--- src/design/rqts_pkg.sv ---
// Shared types, codes and default sizes for the ready-queue thread scheduler.
// Used by the scheduler top level and its port checker; depends on nothing.
package rqts_pkg;

  // Default sizes handed to the top-level parameters.
  localparam int unsigned DEF_THREADS = 16;
  localparam int unsigned DEF_IDLE_ID = 1;

  // Fixed field widths of the stream payloads and the status store.
  localparam int unsigned KIND_W     = 3;
  localparam int unsigned TID_W      = 4;
  localparam int unsigned BST_W      = 2;
  localparam int unsigned ERR_W      = 2;
  localparam int unsigned IN_DATA_W  = 8;
  localparam int unsigned OUT_DATA_W = 16;
  localparam int unsigned STATUS_W   = 3;

  // Per-slot thread status.
  typedef enum logic [STATUS_W-1:0] {
    ST_FREE    = 3'd0,
    ST_RUNNING = 3'd1,
    ST_READY   = 3'd2,
    ST_BLOCKED = 3'd3,
    ST_WAITING = 3'd4,
    ST_HANGING = 3'd5
  } status_e;

  // Event kinds carried on the input tuser.
  typedef enum logic [KIND_W-1:0] {
    KIND_START   = 3'd0,
    KIND_PREEMPT = 3'd1,
    KIND_BLOCK   = 3'd2,
    KIND_UNBLOCK = 3'd3,
    KIND_YIELD   = 3'd4
  } kind_e;

  // Requested parking state for a block event.
  typedef enum logic [BST_W-1:0] {
    BST_BLOCKED = 2'd0,
    BST_WAITING = 2'd1,
    BST_HANGING = 2'd2
  } bst_e;

  // Result error codes.
  typedef enum logic [ERR_W-1:0] {
    ERR_OK          = 2'd0,
    ERR_NOT_BLOCKED = 2'd1,
    ERR_BUSY        = 2'd2,
    ERR_OVERFLOW    = 2'd3
  } err_e;

endpackage

--- src/design/ready_queue_thread_scheduler.sv ---
// Top level of the ready-queue thread scheduler: event sequencer, deque
// pointers and result register. Depends on rqts_pkg and rqts_ram.
//
//   Channel  | Dir | Handshake                        | Payload
//   ---------+-----+----------------------------------+-------------------------------
//   s_axis   | in  | s_axis_tvalid_i / s_axis_tready_o | tuser: kind; tdata: tid, bst
//   m_axis   | out | m_axis_tvalid_o / m_axis_tready_i | tdata: sw, prev, next, error
//
// Each event runs through accept and memory read, then read-modify-write of
// the status and deque stores, then the second status write and the result load.
// The single write port of the status memory keeps the two status writes apart.
// A result that is not taken holds the sequencer in its last step.
// Reset is asynchronous and active low; the stores need no clearing pass.
module ready_queue_thread_scheduler
  import rqts_pkg::*;
#(
  parameter int unsigned THREADS = DEF_THREADS,
  parameter int unsigned IDLE_ID = DEF_IDLE_ID
) (
  input  logic                  clk_i,
  input  logic                  rst_ni,
  input  logic                  s_axis_tvalid_i,
  output logic                  s_axis_tready_o,
  // [3:0] thread_id, [5:4] block_state, [7:6] zero
  input  logic [IN_DATA_W-1:0]  s_axis_tdata_i,
  // [2:0] kind
  input  logic [KIND_W-1:0]     s_axis_tuser_i,
  output logic                  m_axis_tvalid_o,
  input  logic                  m_axis_tready_i,
  // [0] switched, [4:1] prev_thread, [8:5] next_thread, [10:9] error, [15:11] zero
  output logic [OUT_DATA_W-1:0] m_axis_tdata_o
);

  localparam int unsigned IDW       = $clog2(THREADS);
  localparam int unsigned CW        = $clog2(THREADS + 1);
  localparam int unsigned SW        = IDW + 1;
  localparam int unsigned IDLE_SLOT = IDLE_ID % THREADS;

  typedef enum logic [1:0] {
    S_IDLE,
    S_EXEC,
    S_WB
  } state_e;

  state_e               state_q, state_d;
  kind_e                kind_q;
  logic [TID_W-1:0]     tid_q;
  logic [BST_W-1:0]     bst_q;
  logic [IDW-1:0]       head_q, head_d;
  logic [CW-1:0]        count_q, count_d;
  logic [IDW-1:0]       run_q, run_d;
  logic [IDW-1:0]       prev_q;
  logic                 sw_q, sw_d;
  err_e                 err_q, err_d;
  logic                 resched_q, resched_d;
  logic [THREADS-1:0]   st_vld_q;
  logic                 slot0_init_q;
  logic                 rd_st_vld_q;
  logic [IDW-1:0]       rd_st_addr_q;
  logic                 rd_slot_init_q;
  logic                 m_valid_q;
  logic [OUT_DATA_W-1:0] m_data_q;

  // Memory port signals.
  logic                 st_re, st_we;
  logic [IDW-1:0]       st_raddr, st_waddr;
  logic [STATUS_W-1:0]  st_wdata, st_rdata;
  logic                 sl_we;
  logic [IDW-1:0]       sl_waddr;
  logic [IDW-1:0]       sl_wdata, sl_rdata;

  // Execute-step write requests.
  logic                 x_st_we;
  logic [IDW-1:0]       x_st_waddr;
  status_e              x_st_wdata;

  // Decoded and derived values.
  kind_e                in_kind;
  logic [IDW-1:0]       in_tid_a;
  logic [IDW-1:0]       tid_a;
  logic                 tid_ok;
  logic                 full;
  logic [SW-1:0]        tail_sum;
  logic [IDW-1:0]       tail, head_inc, head_dec;
  status_e              st_rd;
  logic [IDW-1:0]       slot_rd;
  logic [CW-1:0]        cnt_push;
  logic                 cur_running;
  logic                 out_free;

  assign in_kind  = kind_e'(s_axis_tuser_i);
  assign in_tid_a = IDW'(s_axis_tdata_i[TID_W-1:0]);
  assign tid_a    = IDW'(tid_q);
  assign tid_ok   = 32'(tid_q) < 32'(THREADS);
  assign full     = count_q == CW'(THREADS);
  assign out_free = !m_valid_q || m_axis_tready_i;

  // Circular deque index arithmetic.
  assign tail_sum = SW'(head_q) + SW'(count_q);
  assign tail     = (tail_sum >= SW'(THREADS)) ? IDW'(tail_sum - SW'(THREADS))
                                               : IDW'(tail_sum);
  assign head_inc = (head_q == IDW'(THREADS - 1)) ? '0 : head_q + 1'b1;
  assign head_dec = (head_q == '0) ? IDW'(THREADS - 1) : head_q - 1'b1;

  // Read data with the reset contents filled in for never-written entries.
  always_comb begin
    if (rd_st_vld_q) begin
      st_rd = status_e'(st_rdata);
    end else if (rd_st_addr_q == '0) begin
      st_rd = ST_RUNNING;
    end else if (rd_st_addr_q == IDW'(IDLE_SLOT)) begin
      st_rd = ST_READY;
    end else begin
      st_rd = ST_FREE;
    end
  end

  assign slot_rd = rd_slot_init_q ? IDW'(IDLE_SLOT) : sl_rdata;

  // Read addresses are issued while waiting for an event.
  assign st_re    = state_q == S_IDLE;
  assign st_raddr = (in_kind == KIND_START || in_kind == KIND_UNBLOCK) ? in_tid_a : run_q;

  // Event execution: error checks, deque update and the first status write.
  always_comb begin
    head_d      = head_q;
    count_d     = count_q;
    run_d       = run_q;
    sw_d        = 1'b0;
    err_d       = ERR_OK;
    resched_d   = 1'b0;
    x_st_we     = 1'b0;
    x_st_waddr  = run_q;
    x_st_wdata  = ST_READY;
    sl_we       = 1'b0;
    sl_waddr    = tail;
    sl_wdata    = run_q;
    cur_running = st_rd == ST_RUNNING;
    cnt_push    = count_q + CW'(cur_running);
    case (kind_q)
      KIND_START: begin
        if (!tid_ok || st_rd != ST_FREE) begin
          err_d = ERR_BUSY;
        end else if (full) begin
          err_d = ERR_OVERFLOW;
        end else begin
          sl_we      = 1'b1;
          sl_wdata   = tid_a;
          x_st_we    = 1'b1;
          x_st_waddr = tid_a;
          count_d    = count_q + 1'b1;
        end
      end
      KIND_UNBLOCK: begin
        if (!tid_ok || !(st_rd inside {ST_BLOCKED, ST_WAITING, ST_HANGING})) begin
          err_d = ERR_NOT_BLOCKED;
        end else if (full) begin
          err_d = ERR_OVERFLOW;
        end else begin
          sl_we      = 1'b1;
          sl_waddr   = head_dec;
          sl_wdata   = tid_a;
          x_st_we    = 1'b1;
          x_st_waddr = tid_a;
          head_d     = head_dec;
          count_d    = count_q + 1'b1;
        end
      end
      KIND_PREEMPT, KIND_YIELD: begin
        if (cur_running && full) begin
          err_d = ERR_OVERFLOW;
        end else begin
          // Requeue the running thread at the back, then pop the head.
          sl_we     = cur_running;
          x_st_we   = cur_running;
          sw_d      = 1'b1;
          resched_d = 1'b1;
          if (cnt_push == '0) begin
            run_d = IDW'(IDLE_SLOT);
          end else begin
            run_d   = (count_q == '0) ? run_q : slot_rd;
            head_d  = head_inc;
            count_d = cnt_push - 1'b1;
          end
        end
      end
      KIND_BLOCK: begin
        // Park the running thread; fall back to the idle thread on empty.
        x_st_we = 1'b1;
        case (bst_q)
          BST_WAITING: x_st_wdata = ST_WAITING;
          BST_HANGING: x_st_wdata = ST_HANGING;
          default:     x_st_wdata = ST_BLOCKED;
        endcase
        sw_d      = 1'b1;
        resched_d = 1'b1;
        if (count_q == '0) begin
          run_d = IDW'(IDLE_SLOT);
        end else begin
          run_d   = slot_rd;
          head_d  = head_inc;
          count_d = count_q - 1'b1;
        end
      end
      default: begin
      end
    endcase
  end

  // Status write port: first write in execute, the running mark in writeback.
  always_comb begin
    st_we    = 1'b0;
    st_waddr = x_st_waddr;
    st_wdata = x_st_wdata;
    case (state_q)
      S_EXEC: begin
        st_we = x_st_we;
      end
      S_WB: begin
        st_we    = resched_q;
        st_waddr = run_q;
        st_wdata = ST_RUNNING;
      end
      default: begin
      end
    endcase
  end

  // Sequencer next state.
  always_comb begin
    state_d = state_q;
    case (state_q)
      S_IDLE: begin
        if (s_axis_tvalid_i) begin
          state_d = S_EXEC;
        end
      end
      S_EXEC: begin
        state_d = S_WB;
      end
      S_WB: begin
        if (out_free) begin
          state_d = S_IDLE;
        end
      end
      default: begin
        state_d = S_IDLE;
      end
    endcase
  end

  // Sequencer state, deque pointers and registered results.
  always_ff @(posedge clk_i or negedge rst_ni) begin
    if (!rst_ni) begin
      state_q      <= S_IDLE;
      head_q       <= '0;
      count_q      <= CW'((IDLE_SLOT != 0) ? 1 : 0);
      run_q        <= '0;
      st_vld_q     <= '0;
      slot0_init_q <= 1'b1;
      resched_q    <= 1'b0;
      m_valid_q    <= 1'b0;
    end else begin
      state_q <= state_d;
      if (st_we) begin
        st_vld_q[st_waddr] <= 1'b1;
      end
      if (sl_we && state_q == S_EXEC && sl_waddr == '0) begin
        slot0_init_q <= 1'b0;
      end
      if (state_q == S_EXEC) begin
        head_q    <= head_d;
        count_q   <= count_d;
        run_q     <= run_d;
        resched_q <= resched_d;
      end
      // A new result replaces the one taken in the same cycle.
      if (state_q == S_WB && out_free) begin
        m_valid_q <= 1'b1;
      end else if (m_valid_q && m_axis_tready_i) begin
        m_valid_q <= 1'b0;
      end
    end
  end

  // Payload registers: captured event, read metadata, result word.
  always_ff @(posedge clk_i) begin
    if (state_q == S_IDLE) begin
      kind_q         <= in_kind;
      tid_q          <= s_axis_tdata_i[TID_W-1:0];
      bst_q          <= s_axis_tdata_i[TID_W+BST_W-1:TID_W];
      rd_st_addr_q   <= st_raddr;
      rd_st_vld_q    <= st_vld_q[st_raddr];
      rd_slot_init_q <= slot0_init_q && (head_q == '0);
      prev_q         <= run_q;
    end
    if (state_q == S_EXEC) begin
      sw_q  <= sw_d;
      err_q <= err_d;
    end
    if (state_q == S_WB && out_free) begin
      m_data_q <= {5'b0, err_q, TID_W'(run_q), TID_W'(prev_q), sw_q};
    end
  end

  // Thread status store.
  rqts_ram #(
    .WIDTH (STATUS_W),
    .DEPTH (THREADS)
  ) u_status_ram (
    .clk_i   (clk_i),
    .we_i    (st_we),
    .waddr_i (st_waddr),
    .wdata_i (st_wdata),
    .re_i    (st_re),
    .raddr_i (st_raddr),
    .rdata_o (st_rdata)
  );

  // Ready deque store.
  rqts_ram #(
    .WIDTH (IDW),
    .DEPTH (THREADS)
  ) u_slot_ram (
    .clk_i   (clk_i),
    .we_i    (sl_we && state_q == S_EXEC),
    .waddr_i (sl_waddr),
    .wdata_i (sl_wdata),
    .re_i    (st_re),
    .raddr_i (head_q),
    .rdata_o (sl_rdata)
  );

  assign s_axis_tready_o = state_q == S_IDLE;
  assign m_axis_tvalid_o = m_valid_q;
  assign m_axis_tdata_o  = m_data_q;

endmodule

--- src/design/rqts_ram.sv ---
// Generic single-port-write, single-port-read RAM with a registered read.
// Standalone; instanced by the scheduler for the status and deque stores.
module rqts_ram #(
  parameter int unsigned WIDTH = 8,
  parameter int unsigned DEPTH = 16
) (
  input  logic                     clk_i,
  input  logic                     we_i,
  input  logic [$clog2(DEPTH)-1:0] waddr_i,
  input  logic [WIDTH-1:0]         wdata_i,
  input  logic                     re_i,
  input  logic [$clog2(DEPTH)-1:0] raddr_i,
  output logic [WIDTH-1:0]         rdata_o
);

  logic [WIDTH-1:0] mem_q [DEPTH];
  logic [WIDTH-1:0] rdata_q;

  // Write port and registered read port.
  always_ff @(posedge clk_i) begin
    if (we_i) begin
      mem_q[waddr_i] <= wdata_i;
    end
    if (re_i) begin
      rdata_q <= mem_q[raddr_i];
    end
  end

  assign rdata_o = rdata_q;

endmodule

--- config.mk ---
export PLATFORM = sky130hd
export DESIGN_NAME = ready_queue_thread_scheduler
export DESIGN_NICKNAME = d
export VERILOG_FILES = /design/src/design/rqts_pkg.sv /design/src/design/ready_queue_thread_scheduler.sv /design/src/design/rqts_ram.sv
export SDC_FILE = /design/constraint.sdc
export NUM_CORES = 1
export LEC_CHECK = 0
export ABC_AREA = 1
export BUFFER_PORTS_ARGS = -buffer_cell sky130_fd_sc_hd__buf_2
export CORE_ASPECT_RATIO = 1.1
export CORE_MARGIN = 3
export CORE_UTILIZATION = 40
export CTS_CLUSTER_DIAMETER = 50
export DETAILED_ROUTE_END_ITERATION = 7
export PLACE_DENSITY_LB_ADDON = 0.2
export SLEW_MARGIN = 20
export SYNTH_ARGS = -nofsm -noshare
export SYNTH_HDL_FRONTEND = slang
export SYNTH_SLANG_ARGS = --single-unit
--- constraint.sdc ---
create_clock -name clk_i -period 4.4 [get_ports clk_i]
set_input_delay 0 -clock clk_i [delete_from_list [all_inputs] [get_ports clk_i]]
set_output_delay 0 -clock clk_i [all_outputs]
set_load 0.005 [all_outputs]
# Yosys cells after proc, flatten, opt, wreduce, memory -nomap -nowiden
# Memory sizes are Yosys's and may differ from the RTL's. A register that Yosys moved wholly into a read port is not among the register bits.
# Cells that the tools add are included.
[word_totals]
inputBits = 15
ff_bits = 67
memories = 2
ramBits = 112
elab_cells = 151
[memory_table]
columns = ["memory", "depth", "word_bits", "read_ports", "rd_clocked_by_memory_dff", "write_ports", "line", "source"]
rows = [
  ["u_slot_ram.mem_q", 16, 4, 1, 1, 1, "rqts_ram.sv:16", "logic [WIDTH-1:0] mem_q [DEPTH];"],
  ["u_status_ram.mem_q", 16, 3, 1, 1, 1, "rqts_ram.sv:16", ""],
]
[classes]
magnitude_cmp = 4
n_eq_ne = 25
add_sub_neg = 8
n_bitwise = 1
muxes = 64
n_reduce_logical = 29
[op_table]
columns = ["cell", "count"]
rows = [
  ["$mux W4", 21],
  ["$mux W5", 6],
  ["$pmux W5 S4", 1],
  ["$ne A2 B2 Y1 const B", 8],
  ["$or A16 B16 Y16", 1],
  ["$pmux W4 S2", 2],
  ["$mux W2", 7],
  ["$reduce_and A7 Y1", 2],
  ["$mux W1", 13],
  ["$eq A3 B2 Y1 const B", 4],
  ["$logic_not A4 Y1", 3],
  ["$mux W3", 4],
  ["$pmux W2 S3", 2],
  ["$pmux W4 S3", 1],
  ["$logic_not A5 Y1", 2],
  ["$lt A4 B5 Y1 const B", 2],
  ["$sub A5 B1 Y5 const B", 2],
  ["$eq A3 B3 Y1 const B", 3],
  ["$reduce_bool A3 Y1", 3],
  ["$sub A4 B1 Y4 const B", 2],
  ["$logic_and A1 B1 Y1", 7],
  ["$eq A3 B1 Y1 const B", 2],
  ["$logic_not A3 Y1", 2],
  ["$pmux W3 S2", 1],
  ["25 further kinds", 30],
]

# Depth between registers and ports, before layout
# Gate-level depths: netlist of run 1.
[logic_depth]
depth_word = 14
mapped_depth = 17
depth_no_buf = 17

# Cells and area by module
# Synthesis of run 1 repeated with hierarchy kept, for this count alone.
[hier_totals]
cells_unflattened = 986
hier_area_um2 = 9196.3
[by_module_without_submodules]
columns = ["module", "instances", "cells_each", "area_each_um2"]
rows = [
  ["ready_queue_thread_scheduler", 1, 470, 3918.8],
  ["rqts_ram at u_slot_ram", 1, 292, 3007.9],
  ["rqts_ram at u_status_ram", 1, 224, 2269.7],
]

# Worst setup path after synthesis of run 1
# OpenSTA, ideal clock, no wires.
[synth_path]
kind = "register to register"
from = "register head_q[0]"
to = "memory u_slot_ram.mem_q[14][0] (netlist name) (enable)"
setup_ps = 361
stages_incl_launch_ff = 13
path_buffers = 2
slack_ps = 1818
arrival_time_ps = 2220
cell_sequence = "dfrtp_1 clkbuf_1 inv_1 clkbuf_1 ha_1 nand2_1 nand2_1 nor2_1 a21oi_1 o21ai_0 inv_1 nand3_1 nor3_1"
[synth_via]
elab_chain_cells = 6
word_cells_on_any_way = 10
[synth_lines]
columns = ["element", "line", "source"]
rows = [
  ["start: declaration", "ready_queue_thread_scheduler.sv:49", "logic [IDW-1:0] head_q, head_d;"],
  ["start signal: assignment", "ready_queue_thread_scheduler.sv:256", "head_q <= '0;"],
  ["start signal: assignment", "ready_queue_thread_scheduler.sv:272", "head_q <= head_d;"],
  ["$add A4 B5 Y5", "ready_queue_thread_scheduler.sv:99", "assign tail_sum = SW'(head_q) + SW'(count_q);"],
  ["$sub A4 B1 Y4 or $ge A5 B5 Y1 (tied branches)", "ready_queue_thread_scheduler.sv:100", "assign tail = (tail_sum >= SW'(THREADS)) ? IDW'(tail_sum - SW'(THREADS))"],
  ["$mux W4", "ready_queue_thread_scheduler.sv:100", ""],
  ["$mux W4", "ready_queue_thread_scheduler.sv:157", "end else if (full) begin"],
  ["$mux W4", "ready_queue_thread_scheduler.sv:155", "if (!tid_ok || !(st_rd inside {ST_BLOCKED, ST_WAITING, ST_HANGING})) begin"],
  ["$mux W4 *", "ready_queue_thread_scheduler.sv:140", "case (kind_q)"],
  ["end: declaration", "rqts_ram.sv:16", ""],
]
# Every way passes the cells marked *; elsewhere a longest branch is shown, timed or not.

# Final worst setup path of run 1
[layout_path]
from = "register count_q[0]"
to = "memory u_status_ram.mem_q[11][2] (netlist name) (enable)"
[layout_via]
word_cells_on_any_way = 15
[layout_lines]
columns = ["element", "line", "source"]
rows = [
  ["start: declaration", "ready_queue_thread_scheduler.sv:50", "logic [CW-1:0] count_q, count_d;"],
  ["start signal: assignment", "ready_queue_thread_scheduler.sv:257", "count_q <= CW'((IDLE_SLOT != 0) ? 1 : 0);"],
  ["start signal: assignment", "ready_queue_thread_scheduler.sv:273", "count_q <= count_d;"],
  ["$eq A5 B5 Y1 *", "ready_queue_thread_scheduler.sv:95", "assign full = count_q == CW'(THREADS);"],
  ["$mux W4 *", "--", ""],
  ["$mux W4, on equally long branches", "--", ""],
  ["$pmux W4 S2 *", "--", ""],
  ["net sl_wdata[2]", "ready_queue_thread_scheduler.sv:70", "logic [IDW-1:0] sl_wdata, sl_rdata;"],
  ["$mux W4 *", "ready_queue_thread_scheduler.sv:215", "case (state_q)"],
  ["end: declaration", "rqts_ram.sv:16", ""],
]
# Mark *: on every way through the listed nets, which the timed path passes. The rest lies on a longest branch.

==> results of run 1 <==
==> cell usage in the layout (no fill, tap or decap), types with 2 or more instances in the layout <==
master / synthesis / final
buf_2: 4 / 25
nand2_1: 114 / 114
o21ai_0: 90 / 90
nand3b_1: 3 / 3
o21ai_1: 5 / 5
or2_1: 2 / 2
ha_1: 14 / 14
nand2_4: 4 / 4
nand2_2: 9 / 9
nor2_1: 103 / 103
nor2_2: 11 / 11
dfrtp_1: 32 / 32
clkbuf_16: 0 / 17
dfstp_2: 2 / 2
nand3_1: 53 / 53
conb_1: 1 / 5
xnor2_1: 5 / 5
o22ai_1: 17 / 17
o21ai_2: 4 / 4
inv_8: 0 / 5
o221ai_1: 18 / 18
nand3_4: 2 / 2
nor2_4: 7 / 7
nand3_2: 4 / 4
buf_4: 6 / 11
edfxtp_1: 152 / 152
nand4_1: 6 / 6
inv_2: 5 / 5
nor3_1: 7 / 7
clkinv_4: 0 / 4
clkinvlp_4: 0 / 2
xor2_1: 7 / 7
dlygate4sd3_1: 0 / 12
inv_1: 89 / 89
or2_2: 2 / 2
o211ai_1: 13 / 13
a21oi_1: 7 / 7
==> worst max path at each step <==
| stage | from | slack (ps) | end |
|---|---|---|---|
| 2_1_floorplan | head_q[0] | 1820 | u_slot_ram.mem_q[14][0] |
| 3_3_place_gp | count_q[0] | 1270 | u_status_ram.mem_q[11][1] |
| 3_5_place_dp | count_q[0] | 1250 | u_status_ram.mem_q[11][1] |
| 4_1_cts | count_q[0] | 1250 | u_status_ram.mem_q[11][2] |
| 5_1_grt | count_q[0] | 890 | u_status_ram.mem_q[11][2] |
| 6_report | count_q[0] | 1260 | u_status_ram.mem_q[11][2] |
==> flip-flops by register name, summed over array words and instances (netlist names) <==
signal / cells
kind_q: 3
u_status_ram.mem_q: 48
rd_slot_init_q: 1
slot0_init_q: 1
st_vld_q: 16
head_q: 4
rd_st_vld_q: 1
rd_st_addr_q: 4
u_slot_ram.rdata_o: 4
tid_a: 4
u_status_ram.rdata_o: 3
u_slot_ram.mem_q: 64
bst_q: 2
resched_q: 1
run_q: 4
state_q: 2
m_axis_tdata_o: 11
sw_q: 1
count_q: 5
err_q: 2
m_axis_tvalid_o: 1
prev_q: 4
==> power by group through the flow <==
stage | Clock [uW] | Sequential, uW | Combinational (uW)
2_1_floorplan | 0 | 2690 | 2280
5_1_grt | 1570 | 2800 | 3490
3_5_place_dp | 0 | 2800 | 3080
4_1_cts | 1510 | 2760 | 3110
6_report | 1470 | 2760 | 3080
3_3_place_gp | 0 | 2790 | 3070
==> through the flow <==
stage,utilization,hold slack [ps],worst slack (ps)
finish,0.4621,235.6,1261
floorplan,-,-295.6,1818
global placement,0.4298,178.0,1266
CTS,0.4621,230.9,1250
detailed placement,0.4298,158.8,1245
global route,0.4621,272.8,891.5
==> cell type report <==
class,count,area (um^2)
clock buffer,19,442.9
clock inverter,13,131.4
fill,2001,11570
inverter,94,352.8
multi-input combinational,526,2904
sequential,186,5418
tap,290,362.8
timing repair buffer,48,327.8
==> worst reg2reg max path, stage by stage (launching register included) <==
cell and delay [ps]:
dfstp_2 600, inv_1 70, ha_1 250, nand3_4 210
nor2_1 70, nor2_1 130, nand3_1 90, nand3_1 110
nand3_1 480, nand2_1 230, nand2_2 100, nor2_2 220
nand3_1 160, inv_1 140
==> per-layer routing <==
| metal | vias up | global-route usage |
|---|---|---|
| li1 | 2963 | - |
| met1 | 2844 | 0.2314 |
| met2 | 134 | 0.2679 |
| met3 | 29 | 0.03376 |
| met4 | 0 | 0.06398 |
| met5 | - | 0 |
==> what timing repair did <==
action                    in CTS  in global routing
hold endpoints to repair      43                  0
setup buffers                  0                  0
hold buffers                  12                  0
==> logic make-up after synthesis <==
kind of cell	count (synthesis)	share of synthesized area
xor+xnor	12	0.01189
flops	186	0.6128
buf+inv	129	0.06043
simple gates	332	0.1813
mux	1	0.001274
compound gates	161	0.1098
other cells	1	0.0004242
fa+ha+maj	15	0.02208
==> run summary, run 1 <==
status: finished, final reports clean
Top Metal Used: met4
Startpoint Class: register
GRT Overall Usage: 0.1690
largest net degree at the start of global routing: 40
Crit. path cell count: 13
Seq pwr share: 0.377
Die ar.: 0.02392 mm^2
clock latency on the worst-skew pair: 430 ps
P_int: 4215 uW
wire length on met1: 9199 um
Tightest Pin Transition: 951.1 ps
synth-to-layout area growth: 12.43%
IO Pins: 33
Async SR Flop Fraction: 0.1828
synth warn: 0
Slew Limit Fails: 0
ANT cells: 0
Max clock buf depth: 2
Initial Utilization: 0.4110
Placed Cells: 1132
PD cells: 735.6 mW/mm^2
vias in the first global route: 5823
Syn Inst Count: 837
worst path cell trace: inv_1, ha_1, nand3_4, nor2_1, nor2_1, nand3_1, nand3_1, nand3_1, nand2_1, nand2_2, nor2_2, nand3_1, inv_1
fmax: 318.5 MHz
core area: 0.02151 mm^2
Tot Pwr: 7311 uW
initial antenna violation count: 0
Critical Path Fanout Max: 17
maximum vdd drop: 0.3064 mV
Worst path max stage delay: 600 ps
Iter 0 DRT Violations: 513
# resized after CTS: 0
Finished Layout Cells: 1176
minimum clock period: 3139 ps
reg-to-reg startpoint: count_q[0]
RR Endpoint: u_status_ram.mem_q[11][2]
Logic pwr share: 0.422
Tcrit/Tclk final: 0.7135
Max Cap Violations: 0
reg2reg setup slack: 1260 ps
Die Wd: 147.8 um
Synth top cells by count: edfxtp_1 (152), nand2_1 (114), nor2_1 (103), o21ai_0 (90), inv_1 (89)
DR vias: 5970
FF-to-FF path depth: 13
HP Class: in -> async
first-pass GRT wire length: 31500 um
Top cell by count, worst path: nand3_1
vias per inst: 5.077
Num CTS Buffers: 17
grt ovf: 0
DIE HEIGHT: 161.9 um
post-route ant nets: 0
H-Tree Depth: 4
Root Buffer: clkbuf_16
WS Path Type: reg -> reg
drt pass-1 iters: 5
largest cells by area after synthesis: edfxtp_1 (52%), dfrtp_1 (9.1%), o21ai_0 (5.1%), nand2_1 (4.8%), nor2_1 (4.4%)
Clock Power Share: 0.201
Mean Syn Cell Area: 10.56 um^2
Buf/Inv on CP: 2
Psw: 3096 uW
Slew HR: 0.3659
Sw Share: 0.4234
CTS sink count: 186
DRC errors left: 0
Arr. time, crit path: 3290 ps
RSZ-0062 raised after global routing: false
Hold Vio Cnt, Final: 0
Worst setup EP type: register
Met2 Wirelength: 9085 um
DPL Wire Length: 13440 um
Fin Setup TNS: 0 ps
Setup Viol. Count Final: 0
Buffers on Ports: 25
Post-synth EDFFs: 152
Worst-path clk slew: 70 ps
layout cells sized above 1: 0.1388
Worst path slowest cell: dfstp_2
Synth area leader: edfxtp_1
Seq/Total Area, Yosys: 0.6128
most common cell in the netlist: edfxtp_1
DR WL met3: 732 um
post-synth top area share: 0.5163
Synth Cell Area: 0.008841 mm^2
CTS tree: built
Design Area, Final: 0.009940 mm^2
WP data required: 4550 ps
# nets final: 903
Synth Register Bits: 186
Top FF cell, synth: edfxtp_1
Core Rows: 56
area of placed instances: 0.009245 mm^2
Synth cell types: 49
crit-path leading delay family: simple AND/OR/NAND/NOR gates
overall routed net length: 19490 um
Wirelength per Cell: 16.57 um
placer congestion estimate: 0.8139
leak pwr: 0.003981 uW
clock skew: 9.898 ps
No activity file was read; power rests on OpenSTA's default activity.
==> inputs of run 2 (changes only) <==
- ABC_AREA: 1 -> 0
- clock period: 4.4 -> 2.85 ns (I/O delays scaled with it)
==> run summary, run 2 <==
status: finished, final reports clean
Synth Area in XOR/XNOR: 0.01719
ANT cells: 0
DR WL met3: 822 um
Max Cap Violations: 0
post-synthesis mux area share: 0.07352
drt pass-1 iters: 6
fmax: 368.3 MHz
Tightest Pin Transition: 861.5 ps
Post-Synth Simple-Gate Area: 0.1290
WHS Endpoint: tid_a[1]
PD cells: 1046 mW/mm^2
maximum vdd drop: 0.4372 mV
Slew HR: 0.4257
largest cells by area after synthesis: edfxtp_1 (50%), dfrtp_1 (8.7%), mux4_2 (4.9%), mux2i_1 (2.1%), nand2_1 (2.0%)
Num CTS Buffers: 17
Top FF cell, synth: edfxtp_1
fillcell total: 1966
Synth Register Bits: 186
most frequent cells in the layout: edfxtp_1 (152), buf_4 (76), nand2_1 (50), nor2_1 (46), dfrtp_1 (32)
Synth Cell Area: 0.009173 mm^2
Top Metal Used: met4
grt ovf: 0
Worst path max stage delay: 510 ps
Critical Path Fanout Max: 11
Worst-path clk slew: 70 ps
Synth area leader: edfxtp_1
DR vias: 6292
Iter 0 DRT Violations: 450
Die ar.: 0.02479 mm^2
worst setup margin: 134.5 ps
synth warn: 0
DP Worst Slack: -108.8 ps
most common cell in the netlist: edfxtp_1
Root Buffer: clkbuf_16
Synth cell types: 82
overall routed net length: 21750 um
vias in the first global route: 6371
Arr. time, crit path: 2860 ps
Hold Vio Cnt, Final: 0
Sw Share: 0.3846
hold_ws: 56.90 ps
DIE HEIGHT: 164.8 um
Synth Area in Adders: 0.02128
minimum clock period: 2716 ps
CTS tree: built
post-synth top area share: 0.4976
final core utilization: 0.4872
Buf/Inv on CP: 1
clock latency on the worst-skew pair: 440 ps
Buffers on Ports: 25
Tot Pwr: 11370 uW
vias per inst: 5.588
H-Tree Depth: 4
GRT Overall Usage: 0.1816
post-route ant nets: 0
Async SR Flop Fraction: 0.1828
Tcrit/Tclk final: 0.9528
largest family of logic cells by synthesized area: compound AO/OA/AOI/OAI gates
Die Wd: 150.4 um
Psw: 4374 uW
placer congestion estimate: 0.9426
crit-path leading delay family: simple AND/OR/NAND/NOR gates
IO Pins: 33
core area: 0.02232 mm^2
initial antenna violation count: 0
Worst path slowest cell: edfxtp_1
Logic pwr share: 0.433
largest registers: u_slot_ram.mem_q: 64 flops, u_status_ram.mem_q: 48 flops, st_vld_q: 16 flops
max reg flops: 64
worst path cell trace: buf_4, o21ai_1, nand4_4, and3_1, a211o_1, nor2_2, and3_1
Largest Register: u_slot_ram.mem_q
Syn Inst Count: 724
WP data required: 2990 ps
FF-to-FF path depth: 7
HP Class: in -> reg
cell depth of the worst hold path: 2
Startpoint Class: register
Worst setup EP type: register
Post-synth EDFFs: 152
Mean Syn Cell Area: 12.67 um^2
WS Path Type: reg -> reg
DPL Wire Length: 15610 um
Seq/Total Area, Yosys: 0.5906
Seq pwr share: 0.358
RR Endpoint: u_status_ram.mem_q[8][0]
first-pass GRT wire length: 34800 um
post-synthesis compound-gate area fraction: 0.1337
Wirelength per Cell: 19.31 um
Max clock buf depth: 2
Setup Viol. Count Final: 0
reg2reg setup slack: 130 ps
P_int: 7000 uW
RSZ-0062 raised after global routing: true
wire length on met1: 9792 um
Synth top cells by count: edfxtp_1 (152), nand2_1 (50), nor2_1 (48), dfrtp_1 (32), o21ai_0 (31)
Slew Limit Fails: 0
hold wc startpoint: s_axis_tdata_i[1]
largest net degree at the start of global routing: 35
layout cells sized above 1: 0.2491
Initial Utilization: 0.4109
Core Rows: 57
Clock Power Share: 0.209
DRC errors left: 0
CTS sink count: 186
leak pwr: 0.004062 uW
# nets final: 848
most common cell after layout, fill and taps aside: edfxtp_1
synth-to-layout area growth: 18.58%
clock skew: 13.74 ps
Top cell by count, worst path: and3_1
reg-to-reg startpoint: u_status_ram.rdata_o[1]
Met2 Wirelength: 10720 um
[run 2: cell types whose count changed in the layout (fill, tap and decap cells not counted), sizes merged, moves of 18 or more]
| cell | before | now |
|---|---|---|
| and3 | 0 | 22 |
| buf | 36 | 102 |
| inv | 100 | 40 |
| mux2i | 0 | 19 |
| mux4 | 0 | 20 |
| nand2 | 128 | 50 |
| nand2b | 0 | 21 |
| nand3 | 59 | 18 |
| nor2 | 122 | 50 |
| o21ai | 99 | 34 |
| o221ai | 18 | 0 |
[run 2: cell type report]
class | instances | area [um^2] | share of cell area
sequential | 186 | 5418 | 0.4981
multi-input combinational | 471 | 3562 | 0.3275
timing repair buffer | 113 | 817.0 | 0.07512
clock buffer | 17 | 425.4 | 0.03911
tap | 295 | 369.1 | 0.03394
clock inverter | 15 | 176.4 | 0.01622
inverter | 29 | 108.9 | 0.01001
[run 2: cells by family (layout without fill, tap and decap cells)]
family / Yosys count / after routing
compound gates: 170 / 170
xor+xnor: 18 / 18
fa+ha+maj: 15 / 15
buf+inv: 71 / 174
flops: 186 / 186
mux: 42 / 42
other cells: 1 / 5
simple gates: 221 / 221
[run 2: worst max-delay path by stage]
stage | startpoint | to | slack, ps | depth (start not counted)
after floorplan | rd_st_addr_q[1] | count_q[2] | 30 | 9
after global placement | rd_st_addr_q[1] | head_q[2] | -60 | 12
after detailed placement | rd_st_addr_q[1] | count_q[4] | -110 | 12
after CTS | rd_st_addr_q[1] | count_q[4] | -10 | 12
after global routing | u_status_ram.rdata_o[1] | u_status_ram.mem_q[3][1] | -40 | 7
final | u_status_ram.rdata_o[1] | u_status_ram.mem_q[8][0] | 130 | 7
[run 2: power groups by stage]
stage / combinational (uW) / clock, uW / sequential (uW)
after global placement: 4610 / 0 / 4110
final: 4930 / 2380 / 4070
after floorplan: 3080 / 0 / 4050
after detailed placement: 4710 / 0 / 4120
after CTS: 4750 / 2420 / 4060
after global routing: 5440 / 2540 / 4120
[run 2: repair_timing]
action | in CTS | in global routing
hold endpoints to repair | 43 | 0
setup buffers | 0 | 3
pin swaps | 1 | 7
resized for setup | 2 | 20
setup endpoints to repair | 24 | 113
hold buffers | 11 | 0
[run 2: per-layer routing]
layer | global-route usage | up-vias
met5 | 0 | -
li1 | - | 2984
met2 | 0.3033 | 155
met3 | 0.02689 | 31
met4 | 0.06323 | 0
met1 | 0.2427 | 3122
[run 2: stage by stage]
stage | TNS, ps | cell area (um^2) | instances
6_report | 0 | 10880 | 1126
5_1_grt | -815.9 | 10880 | 1126
4_1_cts | -11.24 | 10750 | 1123
3_5_place_dp | -434.7 | 10030 | 1080
2_1_floorplan | 0 | 9188 | 728
3_3_place_gp | -165.5 | 10030 | 1080
==> inputs of run 3 (changes only) <==
- CORE_UTILIZATION: 40 -> 42
- SYNTH_HIERARCHICAL: default -> 1
==> run summary, run 3 <==
Critical Path Fanout Max: 5
overall routed net length: 20050 um
Synth cell types: 81
Async SR Flop Fraction: 0.1828
largest registers: u_slot_ram/mem_q: 64 flops, u_status_ram/mem_q: 48 flops, st_vld_q: 16 flops
IO Pins: 33
WP data required: 2970 ps
Syn Inst Count: 664
HP Class: in -> async
worst path cell trace: or3b_4, o22ai_4, a22o_1, and3b_2, buf_6, mux2_4, or3b_4, nor3_4
vias in the first global route: 6073
Max Cap Violations: 0
RSZ-0062 raised after global routing: true
Slew HR: 0.4346
post-route ant nets: 0
Die Wd: 147.0 um
vias per inst: 5.463
PD cells: 1029 mW/mm^2
Clock Power Share: 0.214
Fin Setup TNS: 0 ps
Seq pwr share: 0.362
Finished Layout Cells: 1071
DP Worst Slack: -91.92 ps
max reg flops: 64
drt pass-1 iters: 5
most common cell after layout, fill and taps aside: edfxtp_1
fmax: 358.3 MHz
gr busiest metal: met2
P_int: 7066 uW
met1 Resource Use GR: 0.2172
Largest Register: u_slot_ram/mem_q
Core Rows: 56
initial antenna violation count: 0
Worst path slowest cell: or3b_4
largest net degree at the start of global routing: 35
Placed Cells: 1024
DIE HEIGHT: 161.1 um
core area: 0.02144 mm^2
most common cell in the netlist: edfxtp_1
GRT Overall Usage: 0.1752
DPL Wire Length: 14180 um
DRC errors left: 0
Worst path max stage delay: 450 ps
Tcrit/Tclk final: 0.9793
Wirelength per Cell: 18.72 um
Logic pwr share: 0.423
Worst-path clk slew: 70 ps
GR Util met2: 0.2972
grt ovf: 0
Startpoint Class: register
Top FF cell, synth: edfxtp_1
most frequent cells in the layout: edfxtp_1 (152), buf_4 (75), nor2_1 (52), nand2_1 (39), dfrtp_1 (32)
# nets final: 798
CTS tree: built
Slew Limit Fails: 0
placer congestion estimate: 0.9051
Synth top cells by count: edfxtp_1 (152), nor2_1 (61), nand2_1 (39), dfrtp_1 (32), nor3_1 (30)
Mean Syn Cell Area: 13.83 um^2
maximum vdd drop: 0.3799 mV
Setup Viol. Count Final: 0
Initial Utilization: 0.4285
Max clock buf depth: 2
Synth Cell Area: 0.009186 mm^2
crit-path leading delay family: simple AND/OR/NAND/NOR gates
Root Buffer: clkbuf_16
Arr. time, crit path: 2910 ps
largest cells by area after synthesis: edfxtp_1 (50%), dfrtp_1 (8.7%), mux4_1 (6.3%), mux2i_1 (2.7%), nor2_1 (2.5%)
Worst setup EP type: register
CTS sink count: 186
Tightest Pin Transition: 848.1 ps
Synth area leader: edfxtp_1
Psw: 4143 uW
post-synth top area share: 0.4969
H-Tree Depth: 4
WS Path Type: reg -> reg
synth-to-layout area growth: 18.52%
clock skew: 10.07 ps
minimum clock period: 2791 ps
layout cells sized above 1: 0.2753
GR met3 Demand/Resource: 0.03507
synth warn: 6
Post-synth EDFFs: 152
ANT cells: 0
Top cell by count, worst path: or3b_4
Iter 0 DRT Violations: 385
worst setup margin: 59.11 ps
Num CTS Buffers: 17
Die ar.: 0.02368 mm^2
first-pass GRT wire length: 32200 um
Seq/Total Area, Yosys: 0.5898
clock latency on the worst-skew pair: 440 ps
Buffers on Ports: 25
Hold Vio Cnt, Final: 0
Buf/Inv on CP: 1
leak pwr: 0.004003 uW
status: finished, final reports clean
Synth Register Bits: 186
Sw Share: 0.3696
DR vias: 5851
run 3: changes by cell type in the layout (fill, tap and decap cells not counted), sizes merged, moves of 11 or more:
cell    change
and3       -20
nand2      -11
nor2       +12
mux2       +13
nor3       +12
o21bai     +13
a31o       -17
run 3: area by class of cell:
class | instances | area, um^2
fill | 1854 | 10550
sequential | 186 | 5418
multi-input combinational | 426 | 3585
clock inverter | 15 | 181.4
timing repair buffer | 114 | 829.5
inverter | 23 | 86.33
clock buffer | 17 | 425.4
tap | 290 | 362.8
run 3: power groups by stage:
stage               Combinational [uW]  Clock (uW)  Sequential (uW)
detailed placement                4480           0             4080
floorplan                         3100           0             3990
global route                      5200        2580             4110
CTS                               4570        2460             4040
global placement                  4380           0             4080
finish                            4750        2400             4060
run 3: logic make-up after synthesis:
logic type	Yosys count	synth area share
compound gates	101	0.08159
buf+inv	56	0.04317
other cells	1	0.0004082
mux	70	0.1269
simple gates	220	0.1216
xor+xnor	14	0.01417
flops	186	0.5898
fa+ha+maj	16	0.02234
run 3: path summary, 6_finish.rpt:
check / from / endpoint / slack [ps] / depth (start not counted)
setup / recovery: u_status_ram/rdata_o[2] / u_status_ram/mem_q[0][1] / 60 / 8
max in group asynchronous: rst_ni / st_vld_q[14] / 2110 / 2
min in group clk_i: s_axis_tdata_i[5] / bst_q[1] / 280 / 2
setup reg to reg: u_status_ram/rdata_o[2] / u_status_ram/mem_q[0][1] / 60 / 8
hold reg to reg: err_q[0] / m_axis_tdata_o[9] / 420 / 0
hold / removal: rst_ni / count_q[2] / 200 / 2
run 3: repair_timing:
| item | in CTS | in global routing |
|---|---|---|
| setup buffers | 0 | 2 |
| resized for setup | 7 | 25 |
| setup endpoints to repair | 31 | 83 |
| hold endpoints to repair | 44 | 0 |
| pin swaps | 1 | 10 |
| hold buffers | 13 | 0 |
run 3: metal layers:
metal  part of all wire  wire length, um
met4              0.031              615
met3              0.045              900
met5                  0                0
met2               0.50            10120
met1               0.42             8408
run 3: stage by stage:
stage               total power [uW]  cell area, um^2  hold WS, ps  utilization
finish                         11210            10890        204.9       0.5078
global route                   11890            10890        261.3       0.5078
CTS                            11070            10760        228.8       0.5017
detailed placement              8568             9988        160.0       0.4659
global placement                8458             9988        147.5       0.4659
floorplan                       7098             9255       -295.6            -
run 3: worst register-to-register path, delay by kind of cell, from the launching register on:
family,cells,cell delay (ps)
buf+inv,1,120
flops,1,390
compound gates,2,290
simple gates,4,1380
mux,1,310
